==> src/hw/rtl/icalc_pkg.sv <==
`timescale 1ns / 1ps
// ---------------------------------------------------------------------------
// Integer calculator ALU package
// Widths, command and status codes, serial unit opcodes and the request and
// response structs between the top level and the serial unit.
// ---------------------------------------------------------------------------
package icalc_pkg;

   // Operand width; each operand is the low WIDTH bits of its field
   localparam int WIDTH       = 32;
   localparam int CMD_W       = 3;
   localparam int FIELD_W     = 32;
   localparam int RES_W       = 64;
   localparam int STS_W       = 2;
   localparam int REQ_TDATA_W = 72;
   localparam int RSP_TDATA_W = 72;
   localparam int RSP_PAD_W   = RSP_TDATA_W - RES_W - STS_W;

   // Serial unit step counter and square root step count
   localparam int CNT_W    = $clog2(WIDTH + 1);
   localparam int SQ_STEPS = WIDTH / 2;

   // Commands
   localparam logic [CMD_W-1:0] CMD_ADD    = 3'd0;
   localparam logic [CMD_W-1:0] CMD_SUB    = 3'd1;
   localparam logic [CMD_W-1:0] CMD_MUL    = 3'd2;
   localparam logic [CMD_W-1:0] CMD_DIV    = 3'd3;
   localparam logic [CMD_W-1:0] CMD_MOD    = 3'd4;
   localparam logic [CMD_W-1:0] CMD_SQUARE = 3'd5;
   localparam logic [CMD_W-1:0] CMD_SQRT   = 3'd6;
   localparam logic [CMD_W-1:0] CMD_LOG2   = 3'd7;

   // Status codes
   localparam logic [STS_W-1:0] STS_OK       = 2'd0;
   localparam logic [STS_W-1:0] STS_DIV_ZERO = 2'd1;
   localparam logic [STS_W-1:0] STS_INVALID  = 2'd2;

   // Serial unit operations
   localparam logic [1:0] ENG_MUL  = 2'd0;
   localparam logic [1:0] ENG_DIV  = 2'd1;
   localparam logic [1:0] ENG_SQRT = 2'd2;
   localparam logic [1:0] ENG_LOG  = 2'd3;

   typedef struct packed {
      logic             start;
      logic [1:0]       op;
      logic [WIDTH-1:0] a;
      logic [WIDTH-1:0] b;
   } eng_req_type;

   typedef struct packed {
      logic             done;
      logic [WIDTH-1:0] hi;
      logic [WIDTH-1:0] lo;
   } eng_rsp_type;

endpackage

==> src/hw/rtl/integer_calculator_alu_top.sv <==
`timescale 1ns / 1ps
// ---------------------------------------------------------------------------
// Integer calculator ALU
// Add, subtract, multiply, divide, remainder, square, square root and
// ceiling base-2 log on signed operands, with a status per result.
// ---------------------------------------------------------------------------
// One request is worked at a time. Add, subtract, error cases and the log of
// one or less finish without the serial unit. Multiply, square, divide and
// remainder run a one-bit-per-cycle shift-add or restoring subtract loop of
// WIDTH steps (32); square root retires two operand bits a cycle (WIDTH/2
// steps); the ceiling log scans for the leading one of a-1, up to WIDTH steps.
// The output register holds a finished result while the next request is
// accepted.
module integer_calculator_alu_top (
   input  logic                                clock,
   input  logic                                reset,
   input  logic                                req_tvalid,
   output logic                                req_tready,
   // command [2:0], operand_a [34:3], operand_b [66:35], zero pad [71:67]
   input  logic [icalc_pkg::REQ_TDATA_W-1:0]   req_tdata,
   output logic                                rsp_tvalid,
   input  logic                                rsp_tready,
   // result_value [63:0], status [65:64], zero pad [71:66]
   output logic [icalc_pkg::RSP_TDATA_W-1:0]   rsp_tdata
);
   import icalc_pkg::*;

   localparam logic [1:0] ST_IDLE = 2'd0;
   localparam logic [1:0] ST_RUN  = 2'd1;
   localparam logic [1:0] ST_HOLD = 2'd2;

   logic [1:0]        state_ff, state_in;
   logic [1:0]        eop_ff, eop_in;
   logic              neg_ff, neg_in;
   logic              rem_sel_ff, rem_sel_in;
   logic [RES_W-1:0]  pend_val_ff, pend_val_in;
   logic [STS_W-1:0]  pend_sts_ff, pend_sts_in;
   logic              rsp_valid_ff, rsp_valid_in;
   logic [RES_W-1:0]  rsp_val_ff, rsp_val_in;
   logic [STS_W-1:0]  rsp_sts_ff, rsp_sts_in;

   logic [CMD_W-1:0]        cmd;
   logic signed [WIDTH-1:0] a_w, b_w;
   logic                    a_neg, b_neg;
   logic [WIDTH-1:0]        a_mag, b_mag;
   logic                    accept, out_free;
   logic                    use_eng;
   logic [RES_W-1:0]        imm_val, fin_val, prod_ext;
   logic [STS_W-1:0]        imm_sts;
   eng_req_type             eng_req;
   eng_rsp_type             eng_rsp;

   // Unpack the request and take operand magnitudes
   assign cmd    = req_tdata[CMD_W-1:0];
   assign a_w    = req_tdata[CMD_W +: WIDTH];
   assign b_w    = req_tdata[CMD_W+FIELD_W +: WIDTH];
   assign a_neg  = a_w[WIDTH-1];
   assign b_neg  = b_w[WIDTH-1];
   assign a_mag  = a_neg ? (WIDTH'(0) - a_w) : a_w;
   assign b_mag  = b_neg ? (WIDTH'(0) - b_w) : b_w;
   assign accept = req_tvalid && req_tready;
   assign out_free = !rsp_valid_ff || rsp_tready;
   assign req_tready = (state_ff == ST_IDLE);

   // Decode the command: immediate result or a serial unit job
   always_comb begin
      use_eng     = 1'b0;
      imm_val     = '0;
      imm_sts     = STS_OK;
      eng_req.op  = ENG_MUL;
      eng_req.a   = a_mag;
      eng_req.b   = b_mag;
      unique case (cmd)
         CMD_ADD: imm_val = RES_W'(a_w) + RES_W'(b_w);
         CMD_SUB: imm_val = RES_W'(a_w) - RES_W'(b_w);
         CMD_MUL: use_eng = 1'b1;
         CMD_DIV, CMD_MOD: begin
            priority if (b_w == 0) begin
               imm_sts = STS_DIV_ZERO;
            end else if (a_neg || b_neg) begin
               imm_sts = STS_INVALID;
            end else begin
               use_eng    = 1'b1;
               eng_req.op = ENG_DIV;
            end
         end
         CMD_SQUARE: begin
            use_eng   = 1'b1;
            eng_req.b = a_mag;
         end
         CMD_SQRT: begin
            if (a_neg) begin
               imm_sts = STS_INVALID;
            end else begin
               use_eng    = 1'b1;
               eng_req.op = ENG_SQRT;
            end
         end
         default: begin
            priority if (a_w == 0) begin
               imm_sts = STS_INVALID;
            end else if (a_neg || a_w == 1) begin
               imm_val = '0;
            end else begin
               use_eng    = 1'b1;
               eng_req.op = ENG_LOG;
               eng_req.a  = a_mag - WIDTH'(1);
            end
         end
      endcase
      eng_req.start = accept && use_eng;
   end

   icalc_serial_unit u_serial (
      .clock   (clock),
      .reset   (reset),
      .eng_req (eng_req),
      .eng_rsp (eng_rsp)
   );

   // Form the final value from the serial unit result
   assign prod_ext = RES_W'({eng_rsp.hi, eng_rsp.lo});
   always_comb begin
      unique case (eop_ff)
         ENG_MUL: fin_val = neg_ff ? (RES_W'(0) - prod_ext) : prod_ext;
         ENG_DIV: fin_val = rem_sel_ff ? RES_W'(eng_rsp.hi) : RES_W'(eng_rsp.lo);
         default: fin_val = RES_W'(eng_rsp.lo);
      endcase
   end

   // Sequence: accept, run on the serial unit if needed, hold for the output register
   always_comb begin
      state_in     = state_ff;
      eop_in       = eop_ff;
      neg_in       = neg_ff;
      rem_sel_in   = rem_sel_ff;
      pend_val_in  = pend_val_ff;
      pend_sts_in  = pend_sts_ff;
      rsp_valid_in = rsp_valid_ff && !rsp_tready;
      rsp_val_in   = rsp_val_ff;
      rsp_sts_in   = rsp_sts_ff;
      unique case (state_ff)
         ST_IDLE: begin
            if (accept) begin
               eop_in     = eng_req.op;
               neg_in     = (cmd == CMD_MUL) && (a_neg ^ b_neg);
               rem_sel_in = (cmd == CMD_MOD);
               if (use_eng) begin
                  state_in = ST_RUN;
               end else begin
                  pend_val_in = imm_val;
                  pend_sts_in = imm_sts;
                  state_in    = ST_HOLD;
               end
            end
         end
         ST_RUN: begin
            if (eng_rsp.done) begin
               pend_val_in = fin_val;
               pend_sts_in = STS_OK;
               state_in    = ST_HOLD;
            end
         end
         ST_HOLD: begin
            if (out_free) begin
               rsp_valid_in = 1'b1;
               rsp_val_in   = pend_val_ff;
               rsp_sts_in   = pend_sts_ff;
               state_in     = ST_IDLE;
            end
         end
         default: state_in = ST_IDLE;
      endcase
   end

   // Control registers
   always_ff @(posedge clock) begin
      if (reset) begin
         state_ff     <= ST_IDLE;
         rsp_valid_ff <= 1'b0;
      end else begin
         state_ff     <= state_in;
         rsp_valid_ff <= rsp_valid_in;
      end
   end

   // Payload registers
   always_ff @(posedge clock) begin
      eop_ff      <= eop_in;
      neg_ff      <= neg_in;
      rem_sel_ff  <= rem_sel_in;
      pend_val_ff <= pend_val_in;
      pend_sts_ff <= pend_sts_in;
      rsp_val_ff  <= rsp_val_in;
      rsp_sts_ff  <= rsp_sts_in;
   end

   assign rsp_tvalid = rsp_valid_ff;
   assign rsp_tdata  = {{RSP_PAD_W{1'b0}}, rsp_sts_ff, rsp_val_ff};

   a_done_in_run: assert property (@(posedge clock) disable iff (reset)
      eng_rsp.done |-> (state_ff == ST_RUN))
      else $error("serial unit finished outside of a run");

   a_error_zero: assert property (@(posedge clock) disable iff (reset)
      (rsp_valid_ff && rsp_sts_ff != STS_OK) |-> (rsp_val_ff == '0))
      else $error("error response carries a nonzero value");

   a_status_code: assert property (@(posedge clock) disable iff (reset)
      rsp_valid_ff |-> (rsp_sts_ff == STS_OK || rsp_sts_ff == STS_DIV_ZERO ||
                        rsp_sts_ff == STS_INVALID))
      else $error("response status code out of range");

   a_one_at_a_time: assert property (@(posedge clock) disable iff (reset)
      accept |=> !req_tready)
      else $error("second request accepted while one is in work");

endmodule

==> src/hw/rtl/icalc_serial_unit.sv <==
`timescale 1ns / 1ps
// ---------------------------------------------------------------------------
// Integer calculator serial unit
// One bit per cycle shift-add multiply, restoring divide, two bits per cycle
// restoring square root and a leading-one scan for the ceiling log.
// ---------------------------------------------------------------------------
module icalc_serial_unit (
   input  logic                   clock,
   input  logic                   reset,
   input  icalc_pkg::eng_req_type eng_req,
   output icalc_pkg::eng_rsp_type eng_rsp
);
   import icalc_pkg::*;

   logic             busy_ff, busy_in;
   logic             done_ff, done_in;
   logic [1:0]       op_ff, op_in;
   logic [CNT_W-1:0] cnt_ff, cnt_in;
   logic [WIDTH-1:0] hi_ff, hi_in;
   logic [WIDTH-1:0] lo_ff, lo_in;
   logic [WIDTH-1:0] mb_ff, mb_in;

   logic             last;
   logic [WIDTH:0]   sum;
   logic [WIDTH:0]   trial;
   logic [WIDTH-1:0] rem_sh;
   logic [1:0]       pair;

   // Advance one step of the selected operation
   always_comb begin
      busy_in = busy_ff;
      op_in   = op_ff;
      cnt_in  = cnt_ff;
      hi_in   = hi_ff;
      lo_in   = lo_ff;
      mb_in   = mb_ff;
      last    = 1'b0;
      sum     = '0;
      trial   = '0;
      rem_sh  = '0;
      pair    = lo_ff[2*SQ_STEPS-1 -: 2];
      if (busy_ff) begin
         last   = (cnt_ff == CNT_W'(1));
         cnt_in = cnt_ff - CNT_W'(1);
         unique case (op_ff)
            ENG_MUL: begin
               sum   = {1'b0, hi_ff} + (lo_ff[0] ? {1'b0, mb_ff} : '0);
               hi_in = sum[WIDTH:1];
               lo_in = {sum[0], lo_ff[WIDTH-1:1]};
            end
            ENG_DIV: begin
               rem_sh = {hi_ff[WIDTH-2:0], lo_ff[WIDTH-1]};
               trial  = {1'b0, rem_sh} - {1'b0, mb_ff};
               if (!trial[WIDTH]) begin
                  hi_in = trial[WIDTH-1:0];
                  lo_in = {lo_ff[WIDTH-2:0], 1'b1};
               end else begin
                  hi_in = rem_sh;
                  lo_in = {lo_ff[WIDTH-2:0], 1'b0};
               end
            end
            ENG_SQRT: begin
               rem_sh = {hi_ff[WIDTH-3:0], pair};
               trial  = {1'b0, rem_sh} - {1'b0, mb_ff[WIDTH-3:0], 2'b01};
               lo_in  = {lo_ff[WIDTH-3:0], 2'b00};
               if (!trial[WIDTH]) begin
                  hi_in = trial[WIDTH-1:0];
                  mb_in = {mb_ff[WIDTH-2:0], 1'b1};
               end else begin
                  hi_in = rem_sh;
                  mb_in = {mb_ff[WIDTH-2:0], 1'b0};
               end
            end
            default: begin
               // Leading-one scan: the bit length of a-1 is the ceiling log
               if (lo_ff[WIDTH-1]) begin
                  last   = 1'b1;
                  cnt_in = cnt_ff;
                  lo_in  = WIDTH'(cnt_ff);
               end else begin
                  last  = 1'b0;
                  lo_in = {lo_ff[WIDTH-2:0], 1'b0};
               end
            end
         endcase
         busy_in = !last;
      end
      done_in = busy_ff && last;

      // Load a new request
      if (eng_req.start) begin
         busy_in = 1'b1;
         op_in   = eng_req.op;
         hi_in   = '0;
         lo_in   = eng_req.a;
         mb_in   = (eng_req.op == ENG_SQRT) ? '0 : eng_req.b;
         cnt_in  = (eng_req.op == ENG_SQRT) ? CNT_W'(SQ_STEPS) : CNT_W'(WIDTH);
      end
   end

   // Control registers
   always_ff @(posedge clock) begin
      if (reset) begin
         busy_ff <= 1'b0;
         done_ff <= 1'b0;
      end else begin
         busy_ff <= busy_in;
         done_ff <= done_in;
      end
   end

   // Datapath registers
   always_ff @(posedge clock) begin
      op_ff  <= op_in;
      cnt_ff <= cnt_in;
      hi_ff  <= hi_in;
      lo_ff  <= lo_in;
      mb_ff  <= mb_in;
   end

   assign eng_rsp.done = done_ff;
   assign eng_rsp.hi   = hi_ff;
   assign eng_rsp.lo   = (op_ff == ENG_SQRT) ? mb_ff : lo_ff;

   a_start_idle: assert property (@(posedge clock) disable iff (reset)
      eng_req.start |-> !busy_ff)
      else $error("serial unit started while busy");

   a_done_not_busy: assert property (@(posedge clock) disable iff (reset)
      done_ff |-> !busy_ff)
      else $error("serial unit done while still busy");

   a_cnt_live: assert property (@(posedge clock) disable iff (reset)
      busy_ff |-> (cnt_ff != '0))
      else $error("serial unit step count ran out");

endmodule
==> config.mk <==
export PLATFORM = sky130hd
export DESIGN_NAME = integer_calculator_alu_top
export DESIGN_NICKNAME = d
export VERILOG_FILES = /design/src/hw/rtl/icalc_pkg.sv /design/src/hw/rtl/integer_calculator_alu_top.sv /design/src/hw/rtl/icalc_serial_unit.sv
export SDC_FILE = /design/constraint.sdc
export NUM_CORES = 1
export LEC_CHECK = 0
export ABC_AREA = 1
export BUFFER_PORTS_ARGS = -buffer_cell sky130_fd_sc_hd__buf_4
export CORE_MARGIN = 5
export CORE_UTILIZATION = 40
export CTS_BUF_LIST = sky130_fd_sc_hd__clkbuf_4
export DETAILED_ROUTE_END_ITERATION = 8
export GPL_ROUTABILITY_DRIVEN = 0
export PLACE_DENSITY_LB_ADDON = 0.12
export SKIP_CTS_REPAIR_TIMING = 1
export SYNTH_ARGS = -nofsm -noshare
export SYNTH_HDL_FRONTEND = slang
export SYNTH_SLANG_ARGS = --single-unit
==> constraint.sdc <==
create_clock -name clock -period 7.65 [get_ports clock]
set_clock_uncertainty 0.15 [all_clocks]
set_input_delay 1.53 -clock clock [delete_from_list [all_inputs] [get_ports clock]]
set_output_delay 1.53 -clock clock [all_outputs]
set_load 0.01 [all_outputs]
==> impl_metrics.env <==
export IMPL_avgSynthCellArea_um2=6.31
export IMPL_r2r_start="u_serial.op_ff[0]"
export IMPL_synthFlopType="edfxtp_1"
export IMPL_synth_most_common_cell="nand2_1"
export IMPL_period_share_pct=73.9
export IMPL_cpPeakStageDelay_ns=0.50
export IMPL_fill_cells=7075
export IMPL_critPathMostFrequentCell="nand2_1"
export IMPL_viasPerCell=5.67
export IMPL_ir_drop_mv=0.146
export IMPL_synth_cell_type_count=62
export IMPL_synth_seq_cells=245
export IMPL_arrival_ns=6.11
export IMPL_clk_latency_ns=0.82
export IMPL_min_from="pend_val_ff[8]"
export IMPL_synthSimpleGateAreaFrac_pct=33.7
export IMPL_hold_path_class="reg2reg"
export IMPL_first_iter_violations=3818
export IMPL_grt_max_degree=79
export IMPL_place_hpwl_um=91100
export IMPL_reg2reg_to="pend_val_ff[52]"
export IMPL_start_util_pct=40.4
export IMPL_grt_ovfl_total=0
export IMPL_drc=0
export IMPL_synthAdderAreaFrac_pct=6.94
export IMPL_slew_headroom_pct=18.9
export IMPL_port_buffers=138
export IMPL_cts_sinks=245
export IMPL_setup_violations=0
export IMPL_p_per_area_nw_per_um2=252
export IMPL_max_cap_violations=0
export IMPL_io_pin_count=150
export IMPL_grt_total_usage_pct=30.7
export IMPL_crit_family="simple AND/OR/NAND/NOR gates"
export IMPL_synth_edf_count=208
export IMPL_synth_top_family_by_area="simple AND/OR/NAND/NOR gates"
export IMPL_total_power_uw=7230
export IMPL_fin_crit_ns=5.65
export IMPL_yosys_warnings=0
export IMPL_worst_slew_pin_slew_ns=1.20
export IMPL_synth_cells=4137
export IMPL_wl_per_cell_um=22.0
export IMPL_drtAntennaViolNets=0
export IMPL_rsz0062_at_grt="false"
export IMPL_p_leak_uw=0.0132
export IMPL_worst_path_buf_inv=3
export IMPL_cp_required_ns=8.11
export IMPL_cpMaxStageDelayCell="nand3_2"
export IMPL_cts_tree="done"
export IMPL_netlist_area_um2=26100
export IMPL_clk_pin_slew_worst_paths_ns=0.06
export IMPL_synth_area_leader_cell="edfxtp_1"
export IMPL_yosys_top_cells_count="1144 x nand2_1, 513 x inv_1, 432 x nor2_1"
export IMPL_hold_viol=0
export IMPL_syn2layout_area_growth_pct=9.96
export IMPL_core_region_area_um2=64600
export IMPL_cts_root_buffer="clkbuf_4"
export IMPL_dp_cells=5037
export IMPL_numCtsBuffers=72
export IMPL_die_h_um=266
export IMPL_rrSetupSlack_ns=3.38
export IMPL_clock_fmax_mhz=177
export IMPL_path_cells="buf_4 > inv_1 > nand3_1 > nor3_2 > nand2_1 > nor2_1 > nand3_1 > xor2_1 > o21ai_0 > ha_1 > a21oi_1 > o21ai_0 > nor2_1 > o221ai_1 > a21oi_1 > inv_1 > nand2_1 > nand3_2 > nand2_1"
export IMPL_synth_xor_area_share_pct=3.65
export IMPL_htreeDepth=3
export IMPL_drive_gt1_share_pct=8.24
export IMPL_end_kind="register"
export IMPL_finalMaxSlewViolations=0
export IMPL_synthArstFlopShare_pct=0
export IMPL_synth_top_cell_area_share_pct=23.9
export IMPL_r2r_cells=17
export IMPL_crit_fanout=32
export IMPL_stdcell_count=5156
export IMPL_grt_pass1_vias=26084
export IMPL_status="finished clean"
export IMPL_min_path_cells=0
export IMPL_row_count=93
export IMPL_nets=4475
export IMPL_drtPass1Iterations=6
export IMPL_synth_compound_area_share_pct=19.0
export IMPL_critPathKind="in2reg"
export IMPL_grt_first_pass_wirelength_um=166000
export IMPL_die_w_um=266
export IMPL_yosys_top_cells_area="edfxtp_1 24%, nand2_1 16%, inv_1 7.4%"
export IMPL_clockBufferDepth=3
export IMPL_synth_mux_area_share_pct=0.0383
export IMPL_drt_wl_total_um=113000
export IMPL_antenna_found_initial=5
export IMPL_worstSetupStartpointType="input pin"
export IMPL_via_count=29245
export IMPL_seq_area_frac_synth_pct=26.7
export IMPL_tns_ns=0
export IMPL_dieArea_um2=70500
export IMPL_hold_end="rsp_val_ff[8]"
power breakdown:
part,switching (uW),internal [uW]
logic,2800,1200
registers,332,1730
clock network,603,568
stage by stage:
step,hold slack [ns],cell area [um^2],worst slack [ns],util (%)
final,0.262,28700,2.00,44.5
after global placement,0.251,27900,1.40,43.2
after floorplan,0.250,26100,2.64,-
after global routing,0.259,28700,1.67,44.5
after CTS,0.261,28700,2.20,44.5
after detailed placement,0.255,27900,1.35,43.2
cells in the final DEF (no fill, tap or decap), types with 7 or more instances in the layout:
cell type	n
a21o_1	21
inv_1	512
o21ai_0	334
o211ai_1	43
nor2_4	7
ha_1	139
inv_2	10
xor2_1	69
nand2_1	1144
o21ai_2	13
o22ai_1	78
nand4_1	46
xnor2_1	40
edfxtp_1	208
nor2_1	429
nand3b_1	24
nor4_1	17
o21bai_1	19
nand2_2	8
a31oi_1	15
nor2_2	19
o21ai_1	45
a21oi_1	275
dfxtp_1	37
nor3_1	61
clkbuf_4	93
nand3_1	307
clkinv_1	19
or2_2	14
buf_4	168
o221ai_1	8
per-layer routing:
layer	part of all wire, %	global-route usage, %	up-vias	wire length, um
met5	0.049	0	-	56
met4	5.2	13.0	4	5870
met3	10	6.05	267	11700
met2	42	45.7	1548	47700
met1	42	43.5	13322	48000
li1	-	-	14104	-
worst max path at each step:
stage,from,end,slack (ns),cells past startpoint
detailed placement,req_tdata[36],pend_val_ff[57],1.35,19
global route,req_tdata[36],pend_val_ff[56],1.67,25
global placement,req_tdata[36],pend_val_ff[60],1.40,25
floorplan,req_tdata[3],u_serial.mb_ff[0],2.64,12
CTS,req_tdata[36],pend_val_ff[57],2.20,25
finish,req_tdata[36],pend_val_ff[57],2.00,19
flip-flops by register name, indices dropped and copies added (netlist names), 6 cells and up:
signal / cells
pend_val_ff: 64
u_serial.mb_ff: 32
u_serial.lo_ff: 32
u_serial.cnt_ff: 6
u_serial.hi_ff: 32
rsp_val_ff: 64
logic make-up after synthesis:
kind of cell             after synthesis
AND/OR/NAND/NOR                     2095
buffers and inverters                657
multiplexers                           1
adder cells (fa/ha/maj)              143
XOR/XNOR                             109
other                                  1
AO/OA/AOI/OAI                        886
flip-flops                           245
layout make-up:
| class | instances | area [um^2] | share of cell area [%] |
|---|---|---|---|
| multi-input cells | 3240 | 16600 | 57.8 |
| clock buffers | 93 | 698 | 2.43 |
| diodes | 5 | 12.5 | 0.0436 |
| repair buffers | 168 | 1260 | 4.39 |
| clock inverters | 21 | 111 | 0.388 |
| flip-flops and latches | 245 | 6990 | 24.3 |
| well taps | 855 | 1070 | 3.72 |
| inverters | 529 | 1990 | 6.92 |
Power figures use the tool's default switching activity.
